--- config.mk ---
export PLATFORM = sky130hd
export DESIGN_NAME = linear_probe_hash_table_unit
export DESIGN_NICKNAME = d
export VERILOG_FILES = /design/src/rtl/lpht_pkg.sv /design/src/rtl/lpht_hash.sv /design/src/rtl/linear_probe_hash_table_unit.sv
export SDC_FILE = /design/constraint.sdc
export NUM_CORES = 1
export LEC_CHECK = 0
export BUFFER_PORTS_ARGS = -buffer_cell sky130_fd_sc_hd__buf_2
export CORE_MARGIN = 4
export CORE_UTILIZATION = 35
export CTS_CLUSTER_DIAMETER = 30
export DETAILED_ROUTE_END_ITERATION = 12
export SLEW_MARGIN = 10
export SYNTH_ARGS = -nofsm -noshare
export SYNTH_HDL_FRONTEND = slang
export SYNTH_SLANG_ARGS = --single-unit
--- constraint.sdc ---
create_clock -name clk -period 4.32 [get_ports clk]
set_input_delay 0.432 -clock clk [delete_from_list [all_inputs] [get_ports clk]]
set_output_delay 0.432 -clock clk [all_outputs]
set_load 0.02 [all_outputs]
--- src/rtl/lpht_pkg.sv ---
// Shared types and constants for the linear-probe hash table.
package lpht_pkg;

	// Width of the reported slot location
	localparam int unsigned LOC_W = 5;

	// Operation codes carried in s_tuser
	localparam logic FUNC_INSERT = 1'b0;
	localparam logic FUNC_LOOKUP = 1'b1;

	// Sequencer states
	typedef enum logic [2:0] {
		ST_CLEAR,
		ST_IDLE,
		ST_HASH,
		ST_PROBE,
		ST_RESP
	} state_t;

endpackage

--- src/rtl/lpht_hash.sv ---
// Home-slot unit: key modulo TABLE_SIZE by reciprocal multiplication, one key byte at a time.
module lpht_hash #(
	parameter int unsigned TABLE_SIZE = 32,
	parameter int unsigned KEY_BITS   = 31
) (
	input  logic                          clk,
	input  logic                          arst_n,
	input  logic                          start,
	input  logic [KEY_BITS-1:0]           key,
	output logic                          done,
	output logic [$clog2(TABLE_SIZE)-1:0] home
);
	localparam int unsigned IDX_W  = $clog2(TABLE_SIZE);
	localparam int unsigned DIG_W  = 8;
	localparam int unsigned N_DIG  = (KEY_BITS + DIG_W - 1) / DIG_W;
	localparam int unsigned PAD_W  = N_DIG * DIG_W;
	localparam int unsigned VAL_W  = IDX_W + DIG_W;
	localparam int unsigned SHIFT  = VAL_W + IDX_W;
	localparam int unsigned RCP_W  = VAL_W + 2;
	localparam int unsigned PROD_W = VAL_W + RCP_W;
	localparam int unsigned STEP_W = $clog2(N_DIG + 1);
	localparam longint unsigned RCP =
		((64'd1 << SHIFT) + 64'(TABLE_SIZE) - 64'd1) / 64'(TABLE_SIZE);
	localparam logic [RCP_W-1:0]  RCP_C     = RCP_W'(RCP);
	localparam logic [VAL_W-1:0]  SIZE_V    = VAL_W'(TABLE_SIZE);
	localparam logic [STEP_W-1:0] LAST_STEP = STEP_W'(N_DIG - 1);

	logic [PAD_W-1:0]  key_sh_q;
	logic [IDX_W-1:0]  rem_q;
	logic [VAL_W-1:0]  val_q;
	logic [DIG_W-1:0]  quot_q;
	logic [STEP_W-1:0] step_q;
	logic              phase_q;
	logic              busy_q;
	logic              done_q;
	logic [VAL_W-1:0]  val;
	logic [PROD_W-1:0] prod;
	logic [VAL_W-1:0]  back;
	logic [VAL_W-1:0]  diff;

	// Append the next key byte to the partial remainder, estimate the quotient
	// by the scaled reciprocal, then subtract quotient times table size
	always_comb begin
		val  = {rem_q, key_sh_q[PAD_W-1 -: DIG_W]};
		prod = PROD_W'(val) * PROD_W'(RCP_C);
		back = VAL_W'(quot_q) * SIZE_V;
		diff = val_q - back;
	end

	// Control: two phases per key byte after start, then pulse done
	always_ff @(posedge clk or negedge arst_n) begin
		if (!arst_n) begin
			busy_q  <= 1'b0;
			done_q  <= 1'b0;
			step_q  <= '0;
			phase_q <= 1'b0;
		end else begin
			done_q <= 1'b0;
			if (start) begin
				busy_q  <= 1'b1;
				step_q  <= '0;
				phase_q <= 1'b0;
			end else if (busy_q) begin
				phase_q <= !phase_q;
				if (phase_q) begin
					step_q <= step_q + 1'b1;
					if (step_q == LAST_STEP) begin
						busy_q <= 1'b0;
						done_q <= 1'b1;
					end
				end
			end
		end
	end

	// Datapath: quotient estimate, partial remainder and key shifter
	always_ff @(posedge clk) begin
		if (start) begin
			key_sh_q <= PAD_W'(key);
			rem_q    <= '0;
		end else if (busy_q) begin
			if (!phase_q) begin
				val_q  <= val;
				quot_q <= prod[SHIFT +: DIG_W];
			end else begin
				rem_q    <= diff[IDX_W-1:0];
				key_sh_q <= key_sh_q << DIG_W;
			end
		end
	end

	assign done = done_q;
	assign home = rem_q;

endmodule

--- src/rtl/linear_probe_hash_table_unit.sv ---
// Linear-probe hash table: insert or look up one key per item.
// The home slot comes from the modulo unit, which works through the key one byte at a time;
// probing then reads one slot per cycle from the home slot on, checking each read in the
// following cycle, and the result then waits until taken.
// One item at a time: no new item is accepted until the result has been taken.
// Reset: clears all TABLE_SIZE slots, one per cycle, accepting no item meanwhile.
module linear_probe_hash_table_unit #(
	parameter int unsigned TABLE_SIZE = 32,
	parameter int unsigned KEY_BITS   = 31
) (
	input  logic                               clk,
	input  logic                               arst_n,
	input  logic                               s_tvalid,
	output logic                               s_tready,
	input  logic [((KEY_BITS+7)/8)*8-1:0]      s_tdata,   // [KEY_BITS-1:0] key, rest zero
	input  logic                               s_tuser,   // [0] func
	output logic                               m_tvalid,
	input  logic                               m_tready,
	output logic [7:0]                         m_tdata    // [0] ok, [5:1] location
);
	import lpht_pkg::*;

	localparam int unsigned IDX_W = $clog2(TABLE_SIZE);
	localparam int unsigned CNT_W = $clog2(TABLE_SIZE + 1);
	localparam logic [IDX_W-1:0] LAST_SLOT = IDX_W'(TABLE_SIZE - 1);
	localparam logic [CNT_W-1:0] ALL_SLOTS = CNT_W'(TABLE_SIZE);

	state_t state_q, state_d;

	// Slot storage: {valid, key}
	logic [KEY_BITS:0]   mem_q [TABLE_SIZE];
	logic [KEY_BITS:0]   rdata_s1;
	logic [IDX_W-1:0]    rd_addr_s1;
	logic                rd_vld_s1;

	logic                func_q;
	logic [KEY_BITS-1:0] key_q;
	logic [IDX_W-1:0]    slot_q;
	logic [IDX_W-1:0]    slot_next;
	logic [CNT_W-1:0]    issued_q;
	logic                all_issued;

	logic                m_tvalid_q;
	logic                ok_q;
	logic [LOC_W-1:0]    loc_q;
	logic [31:0]         addr_ext;

	logic                hash_start;
	logic                hash_done;
	logic [IDX_W-1:0]    hash_home;

	logic                mem_we;
	logic [IDX_W-1:0]    mem_wa;
	logic [KEY_BITS:0]   mem_wd;
	logic                mem_re;
	logic                slot_hit;
	logic                probe_done;
	logic                probe_ok;

	lpht_hash #(
		.TABLE_SIZE (TABLE_SIZE),
		.KEY_BITS   (KEY_BITS)
	) u_hash (
		.clk    (clk),
		.arst_n (arst_n),
		.start  (hash_start),
		.key    (s_tdata[KEY_BITS-1:0]),
		.done   (hash_done),
		.home   (hash_home)
	);

	assign slot_next  = (slot_q == LAST_SLOT) ? '0 : slot_q + 1'b1;
	assign all_issued = (issued_q == ALL_SLOTS);

	// Slot match: insert wants a free slot, lookup wants a valid equal key
	always_comb begin
		if (func_q == FUNC_INSERT) begin
			slot_hit = !rdata_s1[KEY_BITS];
		end else begin
			slot_hit = rdata_s1[KEY_BITS] && (rdata_s1[KEY_BITS-1:0] == key_q);
		end
	end

	// State register
	always_ff @(posedge clk or negedge arst_n) begin
		if (!arst_n) begin
			state_q <= ST_CLEAR;
		end else begin
			state_q <= state_d;
		end
	end

	// Next state and strobes
	always_comb begin
		state_d    = state_q;
		mem_we     = 1'b0;
		mem_wa     = slot_q;
		mem_wd     = '0;
		mem_re     = 1'b0;
		hash_start = 1'b0;
		probe_done = 1'b0;
		probe_ok   = 1'b0;
		case (state_q)
			ST_CLEAR: begin
				mem_we = 1'b1;
				if (slot_q == LAST_SLOT) begin
					state_d = ST_IDLE;
				end
			end
			ST_IDLE: begin
				if (s_tvalid) begin
					hash_start = 1'b1;
					state_d    = ST_HASH;
				end
			end
			ST_HASH: begin
				if (hash_done) begin
					state_d = ST_PROBE;
				end
			end
			ST_PROBE: begin
				if (rd_vld_s1 && slot_hit) begin
					probe_done = 1'b1;
					probe_ok   = 1'b1;
					if (func_q == FUNC_INSERT) begin
						mem_we = 1'b1;
						mem_wa = rd_addr_s1;
						mem_wd = {1'b1, key_q};
					end
				end else if (all_issued) begin
					probe_done = 1'b1;
				end else begin
					mem_re = 1'b1;
				end
				if (probe_done) begin
					state_d = ST_RESP;
				end
			end
			ST_RESP: begin
				if (m_tready) begin
					state_d = ST_IDLE;
				end
			end
			default: begin
				state_d = ST_IDLE;
			end
		endcase
	end

	// Slot memory: one write and one registered read per cycle
	always_ff @(posedge clk) begin
		if (mem_we) begin
			mem_q[mem_wa] <= mem_wd;
		end
		if (mem_re) begin
			rdata_s1   <= mem_q[slot_q];
			rd_addr_s1 <= slot_q;
		end
	end

	// Hold the accepted item
	always_ff @(posedge clk) begin
		if (hash_start) begin
			func_q <= s_tuser;
			key_q  <= s_tdata[KEY_BITS-1:0];
		end
	end

	// Advance the slot pointer through clearing and probing
	always_ff @(posedge clk or negedge arst_n) begin
		if (!arst_n) begin
			slot_q    <= '0;
			issued_q  <= '0;
			rd_vld_s1 <= 1'b0;
		end else begin
			rd_vld_s1 <= mem_re;
			if (hash_start) begin
				issued_q <= '0;
			end
			if (state_q == ST_CLEAR) begin
				slot_q <= slot_next;
			end else if (hash_done) begin
				slot_q <= hash_home;
			end else if (mem_re) begin
				slot_q   <= slot_next;
				issued_q <= issued_q + 1'b1;
			end
		end
	end

	assign addr_ext = 32'(rd_addr_s1);

	// Output register: hold the result until taken
	always_ff @(posedge clk or negedge arst_n) begin
		if (!arst_n) begin
			m_tvalid_q <= 1'b0;
		end else if (probe_done) begin
			m_tvalid_q <= 1'b1;
		end else if (m_tready) begin
			m_tvalid_q <= 1'b0;
		end
	end

	always_ff @(posedge clk) begin
		if (probe_done) begin
			ok_q  <= probe_ok;
			loc_q <= (probe_ok && func_q == FUNC_LOOKUP) ? addr_ext[LOC_W-1:0] : '0;
		end
	end

	assign s_tready = (state_q == ST_IDLE);
	assign m_tvalid = m_tvalid_q;
	assign m_tdata  = {2'b00, loc_q, ok_q};

	// Never accept an item while a result is pending
	a_no_overlap: assert property (@(posedge clk) disable iff (!arst_n)
		s_tready |-> !m_tvalid)
		else $error("item accepted while a result is pending");

	// Read data only arrives during probing
	a_read_in_probe: assert property (@(posedge clk) disable iff (!arst_n)
		rd_vld_s1 |-> (state_q == ST_PROBE))
		else $error("slot read outside of probe");

	// Modulo unit finishes only while waiting for it
	a_hash_done: assert property (@(posedge clk) disable iff (!arst_n)
		hash_done |-> (state_q == ST_HASH))
		else $error("home slot ready outside of hash phase");

	// Probe never reads more slots than the table holds
	a_probe_bound: assert property (@(posedge clk) disable iff (!arst_n)
		(state_q == ST_PROBE) |-> (issued_q <= ALL_SLOTS))
		else $error("probe ran past table size");

endmodule
# Word-level counts from Yosys, hierarchy flattened
# Memories as Yosys holds them, arrays and structs flattened. A register that Yosys moved wholly into a read port is not among the register bits.
# Cells that the tools add are included.
# word_totals
ff_bits	104
mem_bits_rw	1024
elab_cells	106
mem_count	1
# memory_table
name	depth	width	read_ports	rd_ports_with_merged_regs	write_ports	line_no	source
mem_q	32	32	1	1	1	linear_probe_hash_table_unit.sv:31	logic [KEY_BITS:0] mem_q [TABLE_SIZE];
# classes
n_addsub	4
eq_ne	13
mux	55
n_bitwise	2
n_reduce_logical	14
# op_table
cell	count
2-to-1 mux 32 bit	3
2-to-1 mux 29 bit	3
2-to-1 mux 5 bit	7
equality test 31 bit	1
2-to-1 mux 1 bit	28
2-to-1 mux 3 bit	8
2-to-1 mux 6 bit	4
one-hot mux 3 bit (5 select lines)	1
equality test 3 x 2 -> 1 bit (second input constant)	3
!= test 2 bit (second input constant)	4
adder 6 x 1 -> 6 bit (second input constant)	1
equality test 6 bit (second input constant)	1
nonzero test 2 bit	3
adder 5 x 1 -> 5 bit (second input constant)	1
equality test 5 bit (second input constant)	1
AND reduction 5 bit	1
subtractor 5 x 1 -> 5 bit (second input constant)	1
AND reduction 2 bit	2
adder 3 x 1 -> 3 bit (second input constant)	1
equality test 3 x 1 -> 1 bit (second input constant)	1
equality test 3 bit (second input constant)	1
logical AND 1 bit	3
zero test 3 bit	1
AND reduction 3 bit	1
other kinds (5)	7

# Logic depth before layout (Yosys ltp)
# depth
depth_word	9
depth_mapped	10

# Hierarchy
# Synthesis repeated with hierarchy kept, for this count alone.
# unflattened
hier_cells	1896
hier_area_um2	44426.4
# modules_own_cells
mod	instances	cells_per_inst	area_each_um2	seq_area_each_um2
linear_probe_hash_table_unit	1	1797	42842.3	33402.0
lpht_hash	1	99	1584.0	1001.0

# Worst setup path before layout
# No wires, ideal clock.
# synth_path
path_kind	reg2reg
startpoint	register state_q[1]
endpoint	memory mem_q[18][0] (netlist bit) (enable)
t_arrival_ns	3.124
required_ns	3.899
setup_slack_ns	0.775
stages_incl_launch_ff	9
path_buffers	2
synth_period_minus_slack_ns	3.545
cell_sequence	dfrtp_1 buf_2 nor2b_1 nand3_1 inv_1 buf_2 a22oi_1 or2_2 nor2_1
# synth_between
elab_chain_cells	4
elab_cells_between_ends	6
cone_classes	eq/ne (1); mux (4); reduce/logical (1)
# synth_lines
element	line_no	source
start, declared	linear_probe_hash_table_unit.sv:28	state_t state_q, state_d;
start signal, assigned	linear_probe_hash_table_unit.sv:89	state_q <= state_d;
equality test 3 x 2 -> 1 bit or zero test 3 bit (tied branches)	linear_probe_hash_table_unit.sv:103	case (state_q)
one-hot mux 1 bit (2 select lines)	linear_probe_hash_table_unit.sv:103	
2-to-1 mux 1 bit	linear_probe_hash_table_unit.sv:152	if (mem_we) begin
2-to-1 mux 1 bit (implied by the code)	linear_probe_hash_table_unit.sv:153	mem_q[mem_wa] <= mem_wd;
end, declared	linear_probe_hash_table_unit.sv:31	
# Parallel ways exist; a longest one is shown, timed or not.

# Worst setup path after layout
# layout_path
startpoint	register state_q[1]
endpoint	memory mem_q[3][23] (netlist bit) (enable)
# The elaborated chain is that of the path after synthesis.

==> metrics <==
CORE AREA=around 0.13 mm2; Die H=around 360 um; initial antenna violation count=1; Slew @ Worst Pin=1.17 ns; later-pin clock latency in the skew report=a little over 0.8 ns; fillers=roughly 10k; power per cell area=roughly 700 mW/mm2; Worst path top cell family by delay=simple AND/OR/NAND/NOR gates; initial core utilization=approximately a third; Detailed Routing Iterations Pass 1=5; final core occ=a little over two fifths; critical path class=reg -> reg; Synth cell types=46; Worst Path Arrival=between 4 and 5 ns; CP startpoint=state_q[1]; hpwl dp=about 60,000 um; crit-path max cell delay=~0.75 ns; HP Start=s_tvalid; # hold bufs at CTS=34; final cell count without fillers=~4.1k; Mean Syn Cell Area=~23 um2; Slew HR=between 20% and 30%; Root Driver=clkbuf_16; Design Area, Final=~0.055 mm2; Die Area=0.133 mm2; # rows=130; Synth area leader=edfxtp_1; top post-synthesis cells by count=edfxtp_1 (1,124), mux4_2 (320), nand2_1 (82); total number of vias=about 22k; CP max FO=23; vias per std cell=about 5.3; top-count cell post-synth=edfxtp_1; total negative slack=0 ns; Hold Path Class=in -> reg; Placed Cells=between 3k and 4k; Final Cycle Share=a little over four fifths; Remaining DRCs=0; io pins=47; FF-to-FF Start=state_q[1]; TritonCTS clock tree=done; required time of the critical path=about 4.7 ns; postcts setup bufs=0; first-pass GRT wire length=159,000 um; largest net degree at the start of global routing=55; port bufs=43; Leakage=roughly 18 nW; final hold slack=0.154 ns; slowest CP cell=nor2_4; largest cells by area after synthesis=edfxtp_1 (76%), mux4_2 (16%), dfrtp_1 (1.2%); Detailed Route WL=about 110,000 um; dpl cell area=around 0.047 mm2; CP Buf/Inv Count=3; unrepaired setup endpoints after global routing=no; share of cells above drive strength 1=about 36%; final hold violations=0; Avg WL per Cell=26.7 um; post-cts sizing count=0; fraction of the yosys area taken by sequential cells=slightly below 80%; cells after synthesis=1,943; CP dominant cell by count=buf_4; Worst Setup End Kind=register; clock-pin slew on the worst setup and hold paths=0.05 ns; Max VDD drop=between 0.4 and 0.5 mV; Max Freq=approximately 270 MHz; TritonCTS Sinks=1,151; DR iter-0 viols=~2.1k; status=finished, final reports clean; setup violators final=0; Post-DRT Antenna Nets=0; number of global-route vias before repair=roughly 23k; final RePlAce weighted congestion=roughly 0.8; CP Cell Sequence=nor2b_1 > nand3_1 > buf_4 > inv_2 > mux2i_1 > nand2b_1 > nor2_4 > buf_4; post-synth top area share=around three quarters; grt ovf=0; Total Nets Final=2,276; TritonCTS Buffers=roughly 210; #FFs+latches synth=around 1.2k; crit path time final=3.66 ns; max-slew violation count=0; ys async rst share=1.91%; # H-tree levels=4; CTS Buffer Depth=3; max-cap viol count=0; dominant register cell in the synthesized netlist=edfxtp_1; Clock Skews=0.0781 ns; number of flops mapped to enable cells by yosys=between 1k and 1.5k; Area growth syn-to-layout=24.3%; Cell Area, Synth=0.0444 mm2; Die Wd=around 360 um; antenna diode count=0; Ys Warns=0; GRT Util Overall=16.6%; Critical Path Source Type=register
routing by layer:
layer | up-vias | global-route usage [%] | part of all wire, %
met5 | - | 0 | 0
met4 | 0 | 4.93 | 2.2
met3 | 159 | 3.45 | 6.8
met2 | 865 | 26.5 | 49
met1 | 11770 | 23.0 | 42
li1 | 8861 | - | -
stage by stage:
stage | setup slack (ns) | power, W
final | 0.656 | 0.0385
after global routing | 0.381 | 0.0400
after CTS | 0.641 | 0.0389
after detailed placement | 0.689 | 0.0222
after global placement | 0.685 | 0.0221
after floorplan | 0.775 | 0.0196
placed cells by master, fill, tap and decap left out, types with 34 or more instances in the layout:
master / instances
edfxtp_1: 1124
clkbuf_16: 214
xnor2_1: 34
nand2_1: 82
buf_2: 43
buf_4: 65
mux4_2: 320
and2_1: 39
dlygate4sd3_1: 34
power by group:
| group | internal (W) | leakage (nW) | switching [W] |
|---|---|---|---|
| registers | 0.0134 | 11.0 | 0.000634 |
| logic | 0.00385 | 3.86 | 0.00408 |
| clock network | 0.0107 | 3.52 | 0.00587 |
worst paths after layout:
| path | endpoint | slack (ns) | cells past startpoint |
|---|---|---|---|
| max | mem_q[3][23] | 0.66 | 8 |
| min | u_hash.key_sh_q[2] | 0.15 | 2 |
| max reg2reg | mem_q[3][23] | 0.66 | 8 |
| min reg2reg | u_hash.val_q[2] | 0.42 | 0 |
| max in group asynchronous | slot_q[2] | 3.67 | 2 |
| min in group asynchronous | u_hash.busy_q | 0.20 | 2 |
flip-flops by register name (all words and copies together), names as in the netlist:
register         count
u_hash.busy_q        1
u_hash.done          1
m_tvalid             1
mem_q             1024
issued_q             6
state_q              3
u_hash.phase_q       1
u_hash.val_q         5
u_hash.home          5
u_hash.step_q        3
rd_addr_s1           5
slot_q               5
rdata_s1            32
key_q               31
rd_vld_s1            1
loc_q                5
u_hash.key_sh_q     20
func_q               1
ok_q                 1
cells by family (layout without fill, tap and decap cells):
| family | count (synthesis) | after routing | synth area share [%] |
|---|---|---|---|
| other | 1 | 2 | 0.00845 |
| AND/OR/NAND/NOR | 242 | 242 | 2.60 |
| multiplexers | 354 | 354 | 17.1 |
| XOR/XNOR | 34 | 34 | 0.671 |
| buffers and inverters | 108 | 581 | 1.23 |
| AO/OA/AOI/OAI | 47 | 47 | 0.710 |
| flip-flops | 1151 | 1151 | 77.5 |
| adder cells (fa/ha/maj) | 6 | 6 | 0.169 |
worst reg2reg max path: stages, from the launching register on:
cell	delay (ns)
dfrtp_1	0.49
nor2b_1	0.29
nand3_1	0.11
buf_4	0.18
inv_2	0.32
mux2i_1	0.43
nand2b_1	0.32
nor2_4	0.75
buf_4	0.41
cell type report:
class	instances	area [um2]	share of cell area, %
Sequential cell	1151	34400	62.4
Multi-Input combinational cell	685	9680	17.5
Clock buffer	238	5470	9.91
Tap cell	1650	2060	3.74
Clock inverter	161	1920	3.47
Timing Repair Buffer	168	1560	2.84
Inverter	14	52.6	0.0953
Power figures use the tool's default switching activity.
